### config.mk
export PLATFORM = sky130hd
export DESIGN_NAME = zone_input_qualifier
export DESIGN_NICKNAME = d
export VERILOG_FILES = /design/src/rtl/zin_pkg.sv /design/src/rtl/zone_input_qualifier.sv /design/src/rtl/zin_lane.sv /design/src/rtl/zin_merge.sv
export SDC_FILE = /design/constraint.sdc
export NUM_CORES = 1
export LEC_CHECK = 0
export ABC_AREA = 0
export CAP_MARGIN = 20
export CORE_MARGIN = 1.5
export CORE_UTILIZATION = 55
export DETAILED_ROUTE_END_ITERATION = 8
export DONT_BUFFER_PORTS = 1
export PLACE_DENSITY = 0.69
export SLEW_MARGIN = 0
export SYNTH_ARGS = -nofsm -noshare
export SYNTH_HDL_FRONTEND = slang
export SYNTH_SLANG_ARGS = --single-unit
export TNS_END_PERCENT = 20
### constraint.sdc
create_clock -name clk_i -period 4.2 [get_ports clk_i]
set_input_delay 1.05 -clock clk_i [delete_from_list [all_inputs] [get_ports clk_i]]
set_output_delay 1.05 -clock clk_i [all_outputs]
set_load 0.01 [all_outputs]
### src/rtl/zin_pkg.sv
// Shared constants, register indexes and lane-to-merge types for the zone input qualifier.
package zin_pkg;

  localparam int ZONES_DEF = 4;
  localparam int IN_W      = 4;
  localparam int LVL_W     = 8;
  localparam int ZNUM_W    = 3;
  localparam int CFG_IDX_W = 2;
  localparam int CFG_W     = 8;

  localparam logic [LVL_W-1:0] DET_CONTRIB = LVL_W'(32);
  localparam logic [CFG_W-1:0] PANEL_RST   = CFG_W'(0);
  localparam logic [CFG_W-1:0] RISE_RST    = CFG_W'(120);
  localparam logic [CFG_W-1:0] FALL_RST    = CFG_W'(8);

  typedef enum logic [CFG_IDX_W-1:0] {
    CFG_PANEL = 2'd0,
    CFG_RISE  = 2'd1,
    CFG_FALL  = 2'd2
  } zin_cfg_e;

  typedef struct packed {
    logic changed;
    logic on;
  } zin_evt_t;

endpackage

### src/rtl/zone_input_qualifier.sv
// Top level of the zone input qualifier: configuration registers, zone lanes and event merge.
//
// Each input beat on the in channel is one sampling tick carrying the raw pin levels
// of the zones; a low pin counts as detection. Every zone has its own lane that runs
// the averaging filter and the hysteresis comparison, so all zones of a tick are
// qualified in the cycle the beat is accepted. The merge stage then issues one output
// beat per state change, lowest zone first, with last_event_o set on the final one.
// A tick that changes no zone produces no output beat at all.
// An accepted tick's transitions are first registered in the pending mask, then moved
// lowest zone first into the output register. While the receiver does not stall, one
// output beat issues per cycle, so a tick with k changes occupies the result channel for
// k beats (up to four with four zones); the next tick is taken in the cycle its
// predecessor's final event moves into the output register, and ticks with no changes
// are taken every cycle. The single-entry pending mask in the merge stage sets this rate.
// When the receiver stalls, the output register holds its beat and the pending mask
// keeps the remaining events; in_ready_o stays low until the last of them moves into the output register.
// Reset clears the filter levels, marks every zone inactive, empties the output and
// restores the panel address to 0, the rise threshold to 120 and the fall threshold
// to 8. Configuration writes are always accepted; unknown indexes are ignored.
module zone_input_qualifier #(
  parameter int ZONES = zin_pkg::ZONES_DEF
) (
  input  logic                            clk_i,
  input  logic                            rst_ni,
  input  logic                            in_valid_i,
  output logic                            in_ready_o,
  input  logic [zin_pkg::IN_W-1:0]        zone_levels_i,
  output logic                            out_valid_o,
  input  logic                            out_ready_i,
  output logic [zin_pkg::CFG_W-1:0]       event_panel_o,
  output logic [zin_pkg::ZNUM_W-1:0]      zone_number_o,
  output logic                            zone_on_o,
  output logic                            last_event_o,
  input  logic                            cfg_valid_i,
  output logic                            cfg_ready_o,
  input  logic [zin_pkg::CFG_IDX_W-1:0]   cfg_index_i,
  input  logic [zin_pkg::CFG_W-1:0]       cfg_data_i
);
  import zin_pkg::*;

  logic [CFG_W-1:0] panel_q, rise_q, fall_q;
  logic             in_fire;
  zin_evt_t [ZONES-1:0] lane_evt;

  // The register file never back-pressures the configuration channel.
  assign cfg_ready_o = 1'b1;

  always_ff @(posedge clk_i or negedge rst_ni) begin
    if (!rst_ni) begin
      panel_q <= PANEL_RST;
      rise_q  <= RISE_RST;
      fall_q  <= FALL_RST;
    end else if (cfg_valid_i) begin
      case (cfg_index_i)
        CFG_PANEL: panel_q <= cfg_data_i;
        CFG_RISE:  rise_q  <= cfg_data_i;
        CFG_FALL:  fall_q  <= cfg_data_i;
        default: ;
      endcase
    end
  end

  assign in_fire = in_valid_i && in_ready_o;

  // Zones beyond the width of the input field see a low pin and so count as detecting.
  for (genvar g = 0; g < ZONES; g++) begin : g_lane
    logic pin;
    if (g < IN_W) begin : g_pin
      assign pin = zone_levels_i[g];
    end else begin : g_tied
      assign pin = 1'b0;
    end

    zin_lane u_lane (
      .clk_i      (clk_i),
      .rst_ni     (rst_ni),
      .accept_i   (in_fire),
      .pin_i      (pin),
      .rise_thr_i (rise_q),
      .fall_thr_i (fall_q),
      .evt_o      (lane_evt[g])
    );
  end

  zin_merge #(
    .ZONES (ZONES)
  ) u_merge (
    .clk_i         (clk_i),
    .rst_ni        (rst_ni),
    .in_fire_i     (in_fire),
    .evt_i         (lane_evt),
    .panel_i       (panel_q),
    .in_ready_o    (in_ready_o),
    .out_valid_o   (out_valid_o),
    .out_ready_i   (out_ready_i),
    .event_panel_o (event_panel_o),
    .zone_number_o (zone_number_o),
    .zone_on_o     (zone_on_o),
    .last_event_o  (last_event_o)
  );

endmodule

### src/rtl/zin_lane.sv
// One zone lane: averaging filter, hysteresis state and transition flag.
module zin_lane (
  input  logic                        clk_i,
  input  logic                        rst_ni,
  input  logic                        accept_i,
  input  logic                        pin_i,
  input  logic [zin_pkg::CFG_W-1:0]   rise_thr_i,
  input  logic [zin_pkg::CFG_W-1:0]   fall_thr_i,
  output zin_pkg::zin_evt_t           evt_o
);
  import zin_pkg::*;

  logic [LVL_W-1:0] level_q, level_d;
  logic             on_q, on_d;
  logic [LVL_W+1:0] triple;
  logic [LVL_W-1:0] scaled;

  // floor(level * 3 / 4) plus the detection contribution; never exceeds 223.
  assign triple  = {1'b0, level_q, 1'b0} + {2'b00, level_q};
  assign scaled  = triple[LVL_W+1:2];
  assign level_d = scaled + (pin_i ? '0 : DET_CONTRIB);

  always_comb begin
    on_d = on_q;
    if (!on_q && (level_d > rise_thr_i)) begin
      on_d = 1'b1;
    end else if (on_q && (level_d < fall_thr_i)) begin
      on_d = 1'b0;
    end
  end

  assign evt_o.changed = on_d != on_q;
  assign evt_o.on      = on_d;

  always_ff @(posedge clk_i or negedge rst_ni) begin
    if (!rst_ni) begin
      level_q <= '0;
      on_q    <= 1'b0;
    end else if (accept_i) begin
      level_q <= level_d;
      on_q    <= on_d;
    end
  end

endmodule

### src/rtl/zin_merge.sv
// Merging stage: holds the transitions of one tick and issues them in zone order.
module zin_merge #(
  parameter int ZONES = zin_pkg::ZONES_DEF
) (
  input  logic                           clk_i,
  input  logic                           rst_ni,
  input  logic                           in_fire_i,
  input  zin_pkg::zin_evt_t [ZONES-1:0]  evt_i,
  input  logic [zin_pkg::CFG_W-1:0]      panel_i,
  output logic                           in_ready_o,
  output logic                           out_valid_o,
  input  logic                           out_ready_i,
  output logic [zin_pkg::CFG_W-1:0]      event_panel_o,
  output logic [zin_pkg::ZNUM_W-1:0]     zone_number_o,
  output logic                           zone_on_o,
  output logic                           last_event_o
);
  import zin_pkg::*;

  localparam int IDX_W = (ZONES > 1) ? $clog2(ZONES) : 1;

  logic [ZONES-1:0]  pend_q, pend_d;
  logic [ZONES-1:0]  on_q, on_d;
  logic [ZONES-1:0]  low_bit, remain, chg_mask, new_on;
  logic [IDX_W-1:0]  pick_idx;
  logic [IDX_W:0]    num_full;
  logic              load_en;

  logic              out_valid_q;
  logic [CFG_W-1:0]  panel_q;
  logic [ZNUM_W-1:0] znum_q;
  logic              zon_q;
  logic              last_q;

  always_comb begin
    for (int i = 0; i < ZONES; i++) begin
      chg_mask[i] = evt_i[i].changed;
      new_on[i]   = evt_i[i].on;
    end
  end

  assign low_bit = pend_q & (~pend_q + ZONES'(1));
  assign remain  = pend_q & ~low_bit;

  always_comb begin
    pick_idx = '0;
    for (int i = ZONES - 1; i >= 0; i--) begin
      if (pend_q[i]) begin
        pick_idx = IDX_W'(i);
      end
    end
  end

  assign num_full   = {1'b0, pick_idx} + (IDX_W+1)'(1);
  assign load_en    = !out_valid_q || out_ready_i;
  assign in_ready_o = (pend_q == '0) || (load_en && (remain == '0));

  always_comb begin
    pend_d = pend_q;
    on_d   = on_q;
    if (load_en && (pend_q != '0)) begin
      pend_d = remain;
    end
    if (in_fire_i) begin
      pend_d = chg_mask;
      on_d   = new_on;
    end
  end

  always_ff @(posedge clk_i or negedge rst_ni) begin
    if (!rst_ni) begin
      pend_q      <= '0;
      out_valid_q <= 1'b0;
    end else begin
      pend_q <= pend_d;
      if (load_en) begin
        out_valid_q <= pend_q != '0;
      end
    end
  end

  always_ff @(posedge clk_i) begin
    on_q <= on_d;
    if (load_en && (pend_q != '0)) begin
      panel_q <= panel_i;
      znum_q  <= ZNUM_W'(num_full);
      zon_q   <= on_q[pick_idx];
      last_q  <= remain == '0;
    end
  end

  assign out_valid_o   = out_valid_q;
  assign event_panel_o = panel_q;
  assign zone_number_o = znum_q;
  assign zone_on_o     = zon_q;
  assign last_event_o  = last_q;

`ifndef SYNTHESIS
  a_pend_drains: assert property (@(posedge clk_i) disable iff (!rst_ni)
    (pend_q != '0) |=> out_valid_q)
    else $error("pending transition not moved into the output register");

  a_ready_one_left: assert property (@(posedge clk_i) disable iff (!rst_ni)
    in_ready_o |-> ($countones(pend_q) <= 1))
    else $error("new tick taken while several transitions were still pending");

  a_more_follow: assert property (@(posedge clk_i) disable iff (!rst_ni)
    (out_valid_q && !last_q) |-> (pend_q != '0))
    else $error("non-final event shown with nothing left to follow");
`endif

endmodule
# Yosys cells after proc, flatten, opt, wreduce, memory -nomap -nowiden
# Index checks and enable logic that the tools add are counted.
[totals]
reg_bits = 82
elab_cells = 93
out_inout_bits = 16
[op_classes]
n_addsub = 10
bitwise = 4
n_reduce_logical = 26
mux = 20
eq_ne = 6
n_lt_le_gt_ge = 9
[op_table]
columns = ["cell", "n"]
rows = [
  ["$add 9x8->10", 4],
  ["$add 8x8->8", 4],
  ["$gt 8x8->1", 4],
  ["$lt 8x8->1", 4],
  ["$mux 6", 4],
  ["$logic_and 1x1->1", 11],
  ["$mux 1", 9],
  ["$and 4x4->4", 2],
  ["$logic_not 4->1", 2],
  ["$mux 2", 4],
  ["$mux 4", 2],
  ["$not 4->4", 2],
  ["$reduce_and 2->1", 3],
  ["$logic_not 1->1", 5],
  ["$add 4x1->4 const B", 1],
  ["$ne 1x1->1", 4],
  ["$reduce_bool 4->1", 1],
  ["$add 2x1->3 const B", 1],
  ["$lt 2x3->1 const B", 1],
  ["$bmux 1 s2", 1],
  ["$eq 2x1->1 const B", 1],
  ["$eq 2x2->1 const B", 1],
  ["$logic_not 2->1", 1],
  ["$logic_or 1x1->1", 2],
  ["$reduce_bool 2->1", 1],
]

# Logic depth before layout (Yosys ltp)
[depth]
ltp_word = 10
ltp_mapped = 16
mapped_depth_nobuf = 16

# Cells and area by module
# Synthesis repeated with hierarchy kept, for this count alone.
[unflattened]
cells_unflattened = 618
area_unflattened_um2 = 6192.2
[by_module_without_submodules]
columns = ["mod", "area_each_um2", "n_inst", "seq_area_each_um2", "cells_each"]
rows = [
  ["zin_lane", 1097.3, 4, 225.2, 127],
  ["zone_input_qualifier", 935.9, 1, 606.8, 54],
  ["zin_merge", 867.1, 1, 635.6, 56],
]

# Least setup slack after synthesis
# Ideal clock, no wire load.
[synth_path]
path_kind = "register -> register"
from = "reg g_lane[1].u_lane.level_q[1]"
to = "reg u_merge.on_q[1] (data pin)"
path_slack_ps = 817
path_stages_with_launch = 17
synth_period_minus_slack_ps = 3383
arrival_time_ps = 3108
path_buffers = 0
cell_sequence = "dfrtp_1 and2_1 fa_1 a211oi_1 nor2_1 o21a_1 nor2_1 xor2_1 ha_1 ha_1 xnor2_1 ha_1 a21oi_1 o21ai_0 nand3b_1 o2111ai_1 o21ai_0"
[synth_between]
elab_chain_len = 6
word_cells_on_any_way = 8
cone_classes = "add/sub: 2; order compare: 2; mux: 2; reduce/logical: 2"
[synth_rtl]
columns = ["item", "line", "source"]
rows = [
  ["start, declared", "zin_lane.sv:13", "logic [LVL_W-1:0] level_q, level_d;"],
  ["start signal, assigned", "zin_lane.sv:40", "level_q <= level_d;"],
  ["$add 9x8->10 *", "zin_lane.sv:19", "assign triple = {1'b0, level_q, 1'b0} + {2'b00, level_q};"],
  ["$add 8x8->8 *", "zin_lane.sv:21", "assign level_d = scaled + (pin_i ? '0 : DET_CONTRIB);"],
  ["named net g_lane[1].u_lane.level_d[7]", "zin_lane.sv:13", ""],
  ["$lt 8x8->1", "zin_lane.sv:27", "end else if (on_q && (level_d < fall_thr_i)) begin"],
  ["$logic_and 1x1->1", "zin_lane.sv:27", ""],
  ["$mux 1", "zin_lane.sv:27", ""],
  ["$mux 1 *", "zin_lane.sv:25", "if (!on_q && (level_d > rise_thr_i)) begin"],
  ["named net g_lane[1].u_lane.on_d", "zin_lane.sv:14", "logic on_q, on_d;"],
  ["end signal, assigned", "zin_merge.sv:83", "on_q <= on_d;"],
  ["end, declared", "zin_merge.sv:23", "logic [ZONES-1:0] on_q, on_d;"],
]
# The timed path passes the listed nets; every way through them passes the cells marked *.
# A chain may end at the register's enable or synchronous reset.

# Worst setup path after layout
# Ends and elaborated chain as after synthesis.

==> summary.md <==
| Metric | Value |
|---|---|
| Vias in the first global route | `~4.3k` |
| Slew @ Worst Pin | `~670 ps` |
| Reg-to-Reg End | `u_merge.on_q[1]` |
| Total Routed Length | `between 10 and 15 mm` |
| Vias | `~4.5k` |
| Post-synth EDFFs | `17` |
| Crit share post-route | `approximately nine tenths` |
| Wire length per cell | `roughly 18 um` |
| Met3 usage | `about 4.2%` |
| GR peak layer | `met2` |
| Setup violators final | `0` |
| Share of the synthesized area in the top cell type | `between 20% and 30%` |
| Met1 usage | `between 20% and 30%` |
| Fraction of layout cells with a size suffix above 1 | `approximately 13%` |
| Commonest cells after routing, fill and taps aside | `ha_1 (101), dfrtp_1 (60), o21ai_0 (43)` |
| First-pass detailed-route iteration total | `4` |
| CTS Buf Count | `9` |
| Most common cell after layout, fill and taps aside | `ha_1` |
| Crit-path max FO | `5` |
| Initial core utilization | `a little under three fifths` |
| Core Area | `about 11000 um2` |
| Async S/R FF share, synth | `slightly below 80%` |
| Pin count of the biggest net entering global routing | `66` |
| Worst hold path class | `primary input to asynchronous set/reset pin` |
| Post-synth cell types | `66` |
| Run status | `finished, final reports clean` |
| Synth area leaders | `dfrtp_1 (25%), ha_1 (21%), edfxtp_1 (8.3%)` |
| Primary FF master, synth | `dfrtp_1` |
| Post-CTS Setup Bufs | `0` |
| Synth warn | `0` |
| RSZ-0062 raised after global routing | `no` |
| DRT iter0 DRCs | `approximately 200` |
| Startpoint types | `flip-flop` |
| Die area | `approximately 12000 um2` |
| Timing-limited maximum frequency | `roughly 270 MHz` |
| Routed vias/inst | `6.056` |
| Die X | `around 110 um` |
| Met2 Use GR | `slightly above 40%` |
| RR Startpoint | `g_lane[1].u_lane.level_q[1]` |
| CTS Hold Bufs | `0` |
| Seq cells post-synth | `82` |
| Total negative slack | `0 ps` |
| H-tree lvl count | `3` |
| Detail Placement HPWL | `between 9 and 10 mm` |
| Grt ovf | `0` |
| Cell count after synthesis | `588` |
| Final net count | `715` |
| Post-synthesis sequential area ratio | `between 30% and 40%` |
| Final max-slew violation count | `0` |
| Crit Path Class | `flip-flop to flip-flop` |
| Min cycle time layout | `3762 ps` |
| Clock transition at path regs | `around 90 ps` |
| CTS resizes | `0` |
| Clock skew | `about 9.0 ps` |
| Port bufs | `0` |
| Layout area overhead | `4.804%` |
| Top Ports | `35` |
| Top cell type by total area after synthesis | `dfrtp_1` |
| Syn_nets | `712` |
| Clock sinks | `82` |
| Slew margin rel. | `approximately 55%` |
| Reg2Reg Depth | `16` |
| DRT antenna net count | `0` |
| CP Capture Type | `flip-flop` |
| DRC | `0` |
| Cell Area, Synth | `6121 um2` |
| GRT Util Overall | `a little under a quarter` |
| Avg Cell Area, Syn | `10.41 um2` |
| Clk_lat worst skew | `~370 ps` |
| CTS tree | `yes` |
| Die H | `108.5 um` |
| Antenna Cells | `0` |
| Initial antenna violation count | `0` |
| WP data required | `4310 ps` |
| Clock Tree Root | `clkbuf_8` |
| Placer Congestion | `0.8822` |
| Final-layout fill cell count | `921` |
| Endpoints failing hold | `0` |
| # rows | `38` |
| Max Cap Viol | `0` |
| Flop-to-flop setup slack | `~440 ps` |
| Wire length of the first global-routing pass | `roughly 21 mm` |
| WP data arrival | `between 3000 and 4000 ps` |
| CTS max path bufs | `2` |
[final cells by class]
type / count / area (um2) / share of cell area [%]
Tap cell: 140 / 175.2 / 2.731
Timing Repair Buffer: 2 / 15.01 / 0.2341
Inverter: 39 / 148.9 / 2.321
Clock inverter: 6 / 66.31 / 1.034
Multi-Input combinational cell: 457 / 3739 / 58.28
Clock buffer: 10 / 127.6 / 1.989
Sequential cell: 82 / 2143 / 33.41
[Yosys cell counts (all sizes together), types with 2 or more instances]
library cell,number
and4,6
dfstp,5
o2111ai,2
a211oi,12
o21a,6
fa,4
a21o,11
mux2i,7
or3,5
o21ai,43
o31a,2
a21oi,29
o22ai,3
nor2b,6
nor3b,7
nand2,42
mux2,45
dfrtp,60
nand3b,5
a221oi,4
o211ai,5
a31oi,2
nand2b,6
ha,101
maj3,2
xor2,4
and2,2
o41ai,4
inv,39
buf,9
nand4,4
nor3,16
edfxtp,17
nor2,41
xnor2,12
a21boi,3
or2,2
[through the flow]
step | std cells | hold WS (ps) | utilization (%) | worst slack, ps | instance area [um2]
4_1_cts | 735 | 355.1 | 59.11 | 479.6 | 6407
2_1_floorplan | 588 | 421.0 | - | 817.3 | 6121
5_1_grt | 736 | 350.5 | 59.18 | 106.8 | 6415
3_3_place_gp | 719 | 425.6 | 57.32 | 644.8 | 6213
6_report | 736 | 367.0 | 59.18 | 438.1 | 6415
3_5_place_dp | 719 | 432.2 | 57.32 | 500.8 | 6213
[worst max-delay path: stages, from the launching register on]
cell,delay [ps]
dfrtp_1,440
and2_1,190
fa_1,420
a211oi_1,240
nor2_1,110
o21a_1,170
nor2_1,110
xor2_1,90
ha_1,180
ha_1,190
xnor2_1,280
ha_1,310
a21oi_1,150
o21ai_0,130
nand3b_1,180
o2111ai_1,180
o21ai_0,140
[logic make-up after synthesis]
logic type | Yosys count | synth area share [%]
buf+inv | 49 | 3.904
mux | 52 | 9.546
flops | 82 | 35.02
simple gates | 147 | 12.31
other cells | 1 | 0.06127
compound gates | 134 | 14.60
fa+ha+maj | 107 | 22.28
xor+xnor | 16 | 2.289
[worst max path at each step]
stage / startpoint / endpoint / slack (ps) / cells past startpoint
floorplan: g_lane[1].u_lane.level_q[1] / u_merge.on_q[1] / 820 / 16
global placement: g_lane[1].u_lane.level_q[1] / u_merge.on_q[1] / 640 / 16
detailed placement: g_lane[2].u_lane.level_q[1] / u_merge.on_q[2] / 500 / 16
CTS: g_lane[1].u_lane.level_q[1] / u_merge.on_q[1] / 480 / 16
global route: g_lane[2].u_lane.level_q[1] / u_merge.on_q[2] / 110 / 16
finish: g_lane[1].u_lane.level_q[1] / u_merge.on_q[1] / 440 / 16
[routing by layer]
metal	vias up	wire [um]	share of wire (%)
li1	2177	-	-
met1	2191	5901	45
met2	60	6427	49
met3	29	355	2.7
met4	0	357	2.7
met5	-	0	0
[state kept, by name, indices dropped and copies added (netlist names)]
signal,flops
u_merge.zone_number_o,3
u_merge.last_event_o,1
u_merge.zone_on_o,1
g_lane.u_lane.on_q,4
u_merge.out_valid_o,1
panel_q,8
u_merge.pend_q,4
rise_q,8
g_lane.u_lane.level_q,32
u_merge.event_panel_o,8
fall_q,8
u_merge.on_q,4
Power is left out: the tool's default activity adds up to more than one toggle a clock period on the data nets, which glitch-free logic cannot reach.
